`src/rtl/ttta_pkg.sv`:
```
// Shared constants and helpers for the tick touch and tamper alarm block.
// Holds the configuration register map, reset values and saturating counters.
// No dependencies.
`timescale 1ns / 1ps

package ttta_pkg;

  localparam int unsigned ADDR_W = 5;
  localparam int unsigned DATA_W = 32;
  localparam int unsigned IDX_W  = 3;

  // Configuration register indexes; byte address is 4 * index.
  localparam logic [IDX_W-1:0] REG_FIRST_TOUCH  = 3'd0;
  localparam logic [IDX_W-1:0] REG_SECOND_TOUCH = 3'd1;
  localparam logic [IDX_W-1:0] REG_THIRD_TOUCH  = 3'd2;
  localparam logic [IDX_W-1:0] REG_STAGE_WINDOW = 3'd3;
  localparam logic [IDX_W-1:0] REG_WIRE_CUT     = 3'd4;
  localparam logic [IDX_W-1:0] REG_POS_QUALIFY  = 3'd5;
  localparam logic [IDX_W-1:0] REG_HOLD_TICKS   = 3'd6;

  localparam logic [7:0]  RST_FIRST_TOUCH  = 8'd2;
  localparam logic [7:0]  RST_SECOND_TOUCH = 8'd2;
  localparam logic [7:0]  RST_THIRD_TOUCH  = 8'd1;
  localparam logic [15:0] RST_STAGE_WINDOW = 16'd4000;
  localparam logic [7:0]  RST_WIRE_CUT     = 8'd50;
  localparam logic [7:0]  RST_POS_QUALIFY  = 8'd10;
  localparam logic [15:0] RST_HOLD_TICKS   = 16'd4000;

  localparam logic [7:0]  MAX8  = 8'hFF;
  localparam logic [15:0] MAX16 = 16'hFFFF;

  function automatic logic [7:0] sat_inc8(logic [7:0] v);
    return (v == MAX8) ? v : v + 8'd1;
  endfunction

  function automatic logic [15:0] sat_inc16(logic [15:0] v);
    return (v == MAX16) ? v : v + 16'd1;
  endfunction

endpackage

```
`src/rtl/tick_touch_tamper_alarm.sv`:
```
// Tick touch and tamper alarm qualifier: touch machine, cut wire latch,
// position qualifiers and one-shot hold timer, with an APB register port.
// Depends on ttta_pkg.
`timescale 1ns / 1ps

//  Channel   Signals                                   Direction
//  ticks     in_valid, in_ready, vibration .. done     into block
//  results   out_valid, out_ready, touch_first .. hold out of block
//  config    psel, penable, pwrite, paddr, pwdata,     APB, 32-bit
//            prdata, pready
//
// One tick is taken per clock cycle unless the output stalls; its result appears
// in the output register on the next cycle, computed by a single pass over the
// state registers. The result register is the only stage, so a new tick is taken
// whenever the output is empty or being taken in the same cycle.
// Synchronous reset clears the tick state and out_valid and loads the register defaults.
// While out_ready is low with a result waiting, in_ready drops and all tick state holds.

module tick_touch_tamper_alarm (
  input  logic                        clk,
  input  logic                        rst,
  input  logic                        in_valid,
  output logic                        in_ready,
  input  logic                        vibration,
  input  logic                        raised_active,
  input  logic                        fell_active,
  input  logic                        wire_cut,
  input  logic                        touch_enable,
  input  logic                        position_enable,
  input  logic                        alarm_busy,
  input  logic                        alarm_done,
  output logic                        out_valid,
  input  logic                        out_ready,
  output logic                        touch_first,
  output logic                        touch_second,
  output logic                        alarm_request,
  output logic                        raised_state,
  output logic                        fell_state,
  output logic                        raised_fell_active,
  input  logic                        psel,
  input  logic                        penable,
  input  logic                        pwrite,
  input  logic [ttta_pkg::ADDR_W-1:0] paddr,
  input  logic [ttta_pkg::DATA_W-1:0] pwdata,
  output logic [ttta_pkg::DATA_W-1:0] prdata,
  output logic                        pready
);

  typedef enum logic [1:0] {
    STG_IDLE   = 2'd0,
    STG_FIRST  = 2'd1,
    STG_SECOND = 2'd2
  } stage_t;

  // Configuration registers.
  logic [7:0]  first_touch_ticks, second_touch_ticks, third_touch_ticks;
  logic [15:0] stage_window_ticks, raised_fell_hold_ticks;
  logic [7:0]  wire_cut_ticks, position_qualify_ticks;

  // Tick state.
  stage_t      touch_stage, touch_stage_next;
  logic [7:0]  first_count, first_count_next;
  logic [7:0]  second_count, second_count_next;
  logic [7:0]  third_count, third_count_next;
  logic [15:0] second_window, second_window_next;
  logic [15:0] third_window, third_window_next;
  logic [7:0]  cut_count, cut_count_next;
  logic        alarm_flag, alarm_flag_next;
  logic        third_touch_flag, third_touch_flag_next;
  logic [7:0]  raise_ticks, raise_ticks_next;
  logic [7:0]  fall_ticks, fall_ticks_next;
  logic        raised_latch, raised_latch_next;
  logic        fell_latch, fell_latch_next;
  logic        hold_flag, hold_flag_next;
  logic        hold_done_once, hold_done_once_next;
  logic [15:0] hold_ticks, hold_ticks_next;
  logic        pulse1, pulse2;

  logic                       in_accept;
  logic                       cfg_write;
  logic [ttta_pkg::IDX_W-1:0] cfg_idx;

  assign in_ready  = !out_valid || out_ready;
  assign in_accept = in_valid && in_ready;
  assign pready    = 1'b1;
  assign cfg_write = psel && penable && pwrite && pready;
  assign cfg_idx   = paddr[ttta_pkg::ADDR_W-1:2];

  always_comb begin
    unique case (cfg_idx)
      ttta_pkg::REG_FIRST_TOUCH:  prdata = {24'd0, first_touch_ticks};
      ttta_pkg::REG_SECOND_TOUCH: prdata = {24'd0, second_touch_ticks};
      ttta_pkg::REG_THIRD_TOUCH:  prdata = {24'd0, third_touch_ticks};
      ttta_pkg::REG_STAGE_WINDOW: prdata = {16'd0, stage_window_ticks};
      ttta_pkg::REG_WIRE_CUT:     prdata = {24'd0, wire_cut_ticks};
      ttta_pkg::REG_POS_QUALIFY:  prdata = {24'd0, position_qualify_ticks};
      ttta_pkg::REG_HOLD_TICKS:   prdata = {16'd0, raised_fell_hold_ticks};
      default:                    prdata = '0;
    endcase
  end

  always_ff @(posedge clk) begin
    if (rst) begin
      first_touch_ticks      <= ttta_pkg::RST_FIRST_TOUCH;
      second_touch_ticks     <= ttta_pkg::RST_SECOND_TOUCH;
      third_touch_ticks      <= ttta_pkg::RST_THIRD_TOUCH;
      stage_window_ticks     <= ttta_pkg::RST_STAGE_WINDOW;
      wire_cut_ticks         <= ttta_pkg::RST_WIRE_CUT;
      position_qualify_ticks <= ttta_pkg::RST_POS_QUALIFY;
      raised_fell_hold_ticks <= ttta_pkg::RST_HOLD_TICKS;
    end else if (cfg_write) begin
      unique case (cfg_idx)
        ttta_pkg::REG_FIRST_TOUCH:  first_touch_ticks      <= pwdata[7:0];
        ttta_pkg::REG_SECOND_TOUCH: second_touch_ticks     <= pwdata[7:0];
        ttta_pkg::REG_THIRD_TOUCH:  third_touch_ticks      <= pwdata[7:0];
        ttta_pkg::REG_STAGE_WINDOW: stage_window_ticks     <= pwdata[15:0];
        ttta_pkg::REG_WIRE_CUT:     wire_cut_ticks         <= pwdata[7:0];
        ttta_pkg::REG_POS_QUALIFY:  position_qualify_ticks <= pwdata[7:0];
        ttta_pkg::REG_HOLD_TICKS:   raised_fell_hold_ticks <= pwdata[15:0];
        default: ;
      endcase
    end
  end

  // Next state for one tick, in the order: done clear, touch machine and cut
  // wire, position qualifiers, hold timer.
  always_comb begin
    touch_stage_next      = touch_stage;
    first_count_next      = first_count;
    second_count_next     = second_count;
    third_count_next      = third_count;
    second_window_next    = second_window;
    third_window_next     = third_window;
    cut_count_next        = cut_count;
    alarm_flag_next       = alarm_flag;
    third_touch_flag_next = third_touch_flag;
    raise_ticks_next      = raise_ticks;
    fall_ticks_next       = fall_ticks;
    raised_latch_next     = raised_latch;
    fell_latch_next       = fell_latch;
    hold_flag_next        = hold_flag;
    hold_done_once_next   = hold_done_once;
    hold_ticks_next       = hold_ticks;
    pulse1                = 1'b0;
    pulse2                = 1'b0;

    if (alarm_done) begin
      alarm_flag_next       = 1'b0;
      third_touch_flag_next = 1'b0;
    end

    if (!raised_active && !fell_active && touch_enable) begin
      unique case (touch_stage)
        STG_IDLE: begin
          if (vibration && !alarm_busy) begin
            first_count_next = ttta_pkg::sat_inc8(first_count);
            if (first_count_next >= first_touch_ticks) begin
              first_count_next = 8'd0;
              touch_stage_next = STG_FIRST;
              pulse1           = 1'b1;
            end
          end else begin
            first_count_next = 8'd0;
          end
        end
        STG_FIRST: begin
          if (vibration) begin
            second_count_next = ttta_pkg::sat_inc8(second_count);
            if (second_count_next >= second_touch_ticks) begin
              second_count_next = 8'd0;
              touch_stage_next  = STG_SECOND;
              pulse2            = 1'b1;
            end
          end else begin
            second_count_next = 8'd0;
          end
          // The timeout wins over a move to stage two in the same tick.
          second_window_next = ttta_pkg::sat_inc16(second_window);
          if (second_window_next >= stage_window_ticks) begin
            touch_stage_next   = STG_IDLE;
            second_count_next  = 8'd0;
            first_count_next   = 8'd0;
            second_window_next = 16'd0;
          end
        end
        STG_SECOND: begin
          if (vibration) begin
            third_count_next = ttta_pkg::sat_inc8(third_count);
            if (third_count_next >= third_touch_ticks) begin
              third_count_next      = 8'd0;
              alarm_flag_next       = 1'b1;
              third_touch_flag_next = 1'b1;
            end
          end else begin
            third_count_next = 8'd0;
          end
          third_window_next = ttta_pkg::sat_inc16(third_window);
          if (third_window_next >= stage_window_ticks) begin
            touch_stage_next   = STG_IDLE;
            first_count_next   = 8'd0;
            second_count_next  = 8'd0;
            second_window_next = 16'd0;
            third_window_next  = 16'd0;
            third_count_next   = 8'd0;
          end
        end
        default: ;
      endcase

      // The counter stops one past the limit; a limit of 255 never latches.
      if (wire_cut && (cut_count <= wire_cut_ticks)) begin
        cut_count_next = ttta_pkg::sat_inc8(cut_count);
        if (cut_count_next > wire_cut_ticks) begin
          alarm_flag_next = 1'b1;
          cut_count_next  = (wire_cut_ticks == ttta_pkg::MAX8) ? ttta_pkg::MAX8
                                                               : wire_cut_ticks + 8'd1;
        end
      end else if (!wire_cut && !third_touch_flag_next) begin
        cut_count_next  = 8'd0;
        alarm_flag_next = 1'b0;
      end
    end

    if (position_enable) begin
      if (raised_active) begin
        if (raise_ticks != ttta_pkg::MAX8) begin
          raise_ticks_next = raise_ticks + 8'd1;
          if (raise_ticks_next == position_qualify_ticks) begin
            raised_latch_next = 1'b1;
            fell_latch_next   = 1'b0;
            if (!hold_done_once) begin
              hold_flag_next = 1'b1;
            end
          end
        end
      end else begin
        raised_latch_next = 1'b0;
        raise_ticks_next  = 8'd0;
        hold_flag_next    = 1'b0;
      end
      if (fell_active) begin
        if (fall_ticks != ttta_pkg::MAX8) begin
          fall_ticks_next = fall_ticks + 8'd1;
          if (fall_ticks_next == position_qualify_ticks) begin
            fell_latch_next   = 1'b1;
            raised_latch_next = 1'b0;
            if (!hold_done_once) begin
              hold_flag_next = 1'b1;
            end
          end
        end
      end else begin
        fell_latch_next = 1'b0;
        fall_ticks_next = 8'd0;
        hold_flag_next  = 1'b0;
      end
    end

    if (hold_flag_next) begin
      hold_ticks_next = ttta_pkg::sat_inc16(hold_ticks);
      if (hold_ticks_next >= raised_fell_hold_ticks) begin
        hold_flag_next      = 1'b0;
        hold_ticks_next     = 16'd0;
        hold_done_once_next = 1'b1;
        touch_stage_next    = STG_IDLE;
        first_count_next    = 8'd0;
        second_count_next   = 8'd0;
        second_window_next  = 16'd0;
        third_window_next   = 16'd0;
        third_count_next    = 8'd0;
      end
    end
  end

  always_ff @(posedge clk) begin
    if (rst) begin
      touch_stage      <= STG_IDLE;
      first_count      <= 8'd0;
      second_count     <= 8'd0;
      third_count      <= 8'd0;
      second_window    <= 16'd0;
      third_window     <= 16'd0;
      cut_count        <= 8'd0;
      alarm_flag       <= 1'b0;
      third_touch_flag <= 1'b0;
      raise_ticks      <= 8'd0;
      fall_ticks       <= 8'd0;
      raised_latch     <= 1'b0;
      fell_latch       <= 1'b0;
      hold_flag        <= 1'b0;
      hold_done_once   <= 1'b0;
      hold_ticks       <= 16'd0;
      out_valid        <= 1'b0;
    end else if (in_accept) begin
      touch_stage        <= touch_stage_next;
      first_count        <= first_count_next;
      second_count       <= second_count_next;
      third_count        <= third_count_next;
      second_window      <= second_window_next;
      third_window       <= third_window_next;
      cut_count          <= cut_count_next;
      alarm_flag         <= alarm_flag_next;
      third_touch_flag   <= third_touch_flag_next;
      raise_ticks        <= raise_ticks_next;
      fall_ticks         <= fall_ticks_next;
      raised_latch       <= raised_latch_next;
      fell_latch         <= fell_latch_next;
      hold_flag          <= hold_flag_next;
      hold_done_once     <= hold_done_once_next;
      hold_ticks         <= hold_ticks_next;
      out_valid          <= 1'b1;
      touch_first        <= pulse1;
      touch_second       <= pulse2;
      alarm_request      <= alarm_flag_next;
      raised_state       <= raised_latch_next;
      fell_state         <= fell_latch_next;
      raised_fell_active <= hold_flag_next;
    end else if (out_ready) begin
      out_valid <= 1'b0;
    end
  end

endmodule
```
`config.mk`:
```
export PLATFORM = sky130hd
export DESIGN_NAME = tick_touch_tamper_alarm
export DESIGN_NICKNAME = d
export VERILOG_FILES = /design/src/rtl/ttta_pkg.sv /design/src/rtl/tick_touch_tamper_alarm.sv
export SDC_FILE = /design/constraint.sdc
export NUM_CORES = 1
export LEC_CHECK = 0
export BUFFER_PORTS_ARGS = -buffer_cell sky130_fd_sc_hd__buf_4
export CAP_MARGIN = 40
export CORE_ASPECT_RATIO = 2
export CORE_MARGIN = 2
export CORE_UTILIZATION = 30
export CTS_BUF_LIST = sky130_fd_sc_hd__clkbuf_4
export CTS_CLUSTER_SIZE = 24
export DETAILED_ROUTE_END_ITERATION = 8
export GPL_TIMING_DRIVEN = 0
export PLACE_DENSITY_LB_ADDON = 0.2
export SYNTH_ARGS = -nofsm -noshare
export SYNTH_HDL_FRONTEND = slang
export SYNTH_SLANG_ARGS = --single-unit
```
`constraint.sdc`:
```
create_clock -name clk -period 4.7 [get_ports clk]
set_input_delay 0.47 -clock clk [delete_from_list [all_inputs] [get_ports clk]]
set_output_delay 0.47 -clock clk [all_outputs]
set_load 0.02 [all_outputs]
```
==> impl_metrics.toml <==
[run_status]
status = "complete, no violations"

[worst_setup_path]
required_ns = 5.30
r2r_start = "third_window[0]"
rrSetupSlack_ns = 0.17
crit_chain = "ha_1, and2_1, and3_4, a21oi_4, and3_1, xor2_1, ha_1, a2111oi_0, o21ai_0, a2111oi_2, buf_4, nor2_2, nand4_1, o2111a_2, clkbuf_4, a22o_1"
start_kind = "flip-flop"
path_class = "reg2reg"
crit_slowest_cell = "a2111oi_0"
critical_path.max_stage_delay_ns = 0.43
worstRegToRegCells = 16
crit_start = "third_window[0]"
cp_common_cell = "ha_1"
crit_path_end_kind = "flip-flop"
r2r_end = "second_window[6]"
crit_fanout = 10
path_buf_inv = 2
crit_arrival_ns = 5.13
worst_path_dominant_cell_family = "compound AO/OA/AOI/OAI gates"

[pwr]
swShare = 0.3091
power_frac_comb = 0.100
clkPwrFrac = 0.338
peakVddDrop_mv = 0.1328
leakage_nw = 5.768
p_per_area_nw_per_um2 = 197.6
power_frac_seq = 0.562
finalPower_mw = 2.812
p_switching_uw = 869.3
p_int_mw = 1.943

[sta]
clock.fmax_ghz = 0.2206
fin_skew_ns = 0.03260
relSlewSlack = 0.3578
period_share = 0.9644
slew_violations = 0
rsz0062_at_grt = "false"
hold_viol = 0
finalCriticalPeriod_ns = 4.532
finalSetupViolCount = 0
tightest_slew_ns = 0.9613

[synth]
yosys_most_used_dff = "dfxtp_1"
avgSynthCellArea_sq_um = 7.936
async_flop_share = 0
muxShareOfSynthArea = 0.05768
synth_fa_ha_area_frac = 0.1025
yosys.area_share.simple = 0.2250
ys_warn_count = 0
synth_xor_area_frac = 0.04431
netlist_instances = 1569
synthDistinctLibCells = 83
synth-seq-cells = 183
synth-compound-area-share = 0.2133
synth_top_family_by_area = "simple AND/OR/NAND/NOR gates"
synth-edff-count = 6
ys_seq_area_frac = 0.2990
synth.cell_area_sq_um = 12450

[global_routing]
gr-usage-met1 = 0.2007
antenna_found_initial = 1
grt_overflow = 0
met3_usage = 0.02828
grt_pass1_wl_mm = 67.97
grt_pass1_vias = 11890
met2_usage = 0.3995
top_usage_layer = "met2"
grt_max_degree = 19
grt_usage = 0.2081

[finish]
nets = 1829
final_core_util = 0.3472
drive_above_1_share = 0.1209
areaGrowthSynthToFinish_pct = 14.29

[clock_tree]
clk_pin_slew_ns = 0.18
cts_tree = "done"
clkLatencyLatePin_ns = 0.66
numCtsBuffers = 17
cts_sinks = 183
cts-root-buf = "clkbuf_4"
htree_levels = 4
clock_path_buffers = 2

[placement]
place_hpwl_mm = 36.69
gp_congestion = 0.8982
io_buffers = 55

[route]
dr.pass1.iters = 6
final_antenna_net_count = 0
drt_iter0_drc = 807
wl_per_cell_microns = 20.51
viasPerCell = 5.429
vias = 12080
drc = 0
drt-total-wl_mm = 45.60

[worst_hold_path]
hold_path_class = "in2reg"
worstHoldStart = "pwdata[12]"
holdPathStages = 3
min_to = "raised_fell_hold_ticks[12]"

[floorplanning]
die_y_microns = 292.1
core_area_sq_um = 40990
die_area_sq_um = 43250
ios = 93
die_w_microns = 148.1
placement_rows = 105
start_util = 0.3038

[flow_run]
drv_cap = 0
==> cell usage after synthesis, types with 7 or more instances <==
cell         n  area [sq um]
nand2b_1    13         81.33
xor2_1      28         245.2
buf_4       17         127.6
and2_1      20         125.1
and3_1      24         150.1
xnor2_1     35         306.5
nand4_1     34         212.7
a31oi_1     15         93.84
a22o_1      27         236.5
nor2_1     136         510.5
a21o_1      15         112.6
clkbuf_1    54         202.7
mux2_2      12         135.1
buf_2        9         45.04
a22oi_1     17         127.6
nor3_1      31         155.2
nor2b_1     19         118.9
nand2_1    200         750.7
dfxtp_1    177          3543
o21a_1      17         127.6
a21oi_1    118         590.6
a32o_1       7         70.07
mux2i_1     47         470.5
o2111ai_1    9         78.83
a211oi_1    10         75.07
a41oi_1      7         61.31
o211ai_1    25         187.7
nand3_1     63         315.3
o21ai_0     68         340.3
ha_1       102          1276
or2_2        7         43.79
inv_1       88         330.3
==> per-stage QoR <==
step | area [sq um] | cells | TNS [ns] | hold WS (ns) | setup slack [ns]
floorplan | 12510 | 1584 | 0 | 0.4325 | 0.5254
global placement | 13590 | 2174 | -45.16 | 0.4606 | -1.142
detailed placement | 13630 | 2179 | -42.50 | 0.4686 | -1.102
CTS | 14120 | 2219 | 0 | 0.003978 | 0.01302
global route | 14230 | 2224 | 0 | 0.001888 | 0.002140
finish | 14230 | 2224 | 0 | 0.05376 | 0.1675
==> layout by cell type (no fill, tap or decap), types with 19 or more instances in the layout <==
cell type,instances
nand2_1,199
nor3_1,27
and2_1,19
a22o_1,27
mux2i_1,47
ha_1,101
dfxtp_1,171
o21ai_0,65
nor2_1,133
inv_1,88
and3_1,23
xor2_1,28
nor2b_1,19
o211ai_1,25
nand3_1,62
a21oi_1,116
clkbuf_4,20
buf_4,83
xnor2_1,35
clkbuf_1,42
nand4_1,34
==> sequential cells by signal, summed over array words and instances (netlist names), 16 cells and up <==
name,count
hold_ticks,16
raised_fell_hold_ticks,16
third_window,16
stage_window_ticks,16
second_window,16
==> per-layer routing <==
metal / up-vias / wire length (microns)
met5: - / 0
met4: 0 / 3265
met3: 132 / 1619
met2: 366 / 24640
met1: 5733 / 16080
li1: 5844 / -
==> area by class of cell <==
class | count | area (sq um)
inverter | 89 | 334.1
buffer | 77 | 382.9
antenna | 1 | 2.502
fill | 4401 | 26760
sequential | 183 | 3731
tap | 535 | 669.4
timing repair buffer | 77 | 615.6
clock buffer | 17 | 127.6
multi-input combinational | 1230 | 8214
clock inverter | 15 | 153.9
==> power groups by stage <==
| stage | Sequential, mW | Clock [mW] | Combinational (mW) |
|---|---|---|---|
| floorplan | 1.61 | 0 | 0.143 |
| global placement | 1.61 | 0 | 0.269 |
| detailed placement | 1.61 | 0 | 0.272 |
| CTS | 1.58 | 0.981 | 0.278 |
| global route | 1.58 | 1.03 | 0.298 |
| finish | 1.58 | 0.952 | 0.281 |
==> what timing repair did <==
action                     4_1_cts  5_1_grt
hold endpoints to repair         5        0
hold buffers                     5        0
resized for setup               37       19
setup buffers                    4        8
setup endpoints to repair       65       54
pin swaps                        5        8
gates cloned                     0        0
==> worst max path at each step <==
stage                              to  depth (start not counted)
floorplan            third_window[13]                         17
global placement     second_window[6]                         17
detailed placement  second_window[10]                         17
CTS                  second_window[6]                         19
global route          third_window[8]                         17
finish               second_window[6]                         16
==> worst register-to-register path: stages (launching register included) <==
cell and delay, ns:
dfxtp_1 0.42, ha_1 0.26, and2_1 0.23, and3_4 0.24
a21oi_4 0.24, and3_1 0.21, xor2_1 0.23, ha_1 0.30
a2111oi_0 0.43, o21ai_0 0.23, a2111oi_2 0.40, buf_4 0.18
nor2_2 0.10, nand4_1 0.24, o2111a_2 0.34, clkbuf_4 0.28
a22o_1 0.15
==> kinds of logic (layout without fill, tap and decap cells) <==
logic type / after synthesis / in the layout
simple gates: 588 / 588
xor+xnor: 63 / 63
other cells: 2 / 18
mux: 64 / 64
buf+inv: 171 / 275
fa+ha+maj: 102 / 102
compound gates: 396 / 396
flops: 183 / 183
No activity file was read; power rests on OpenSTA's default activity.
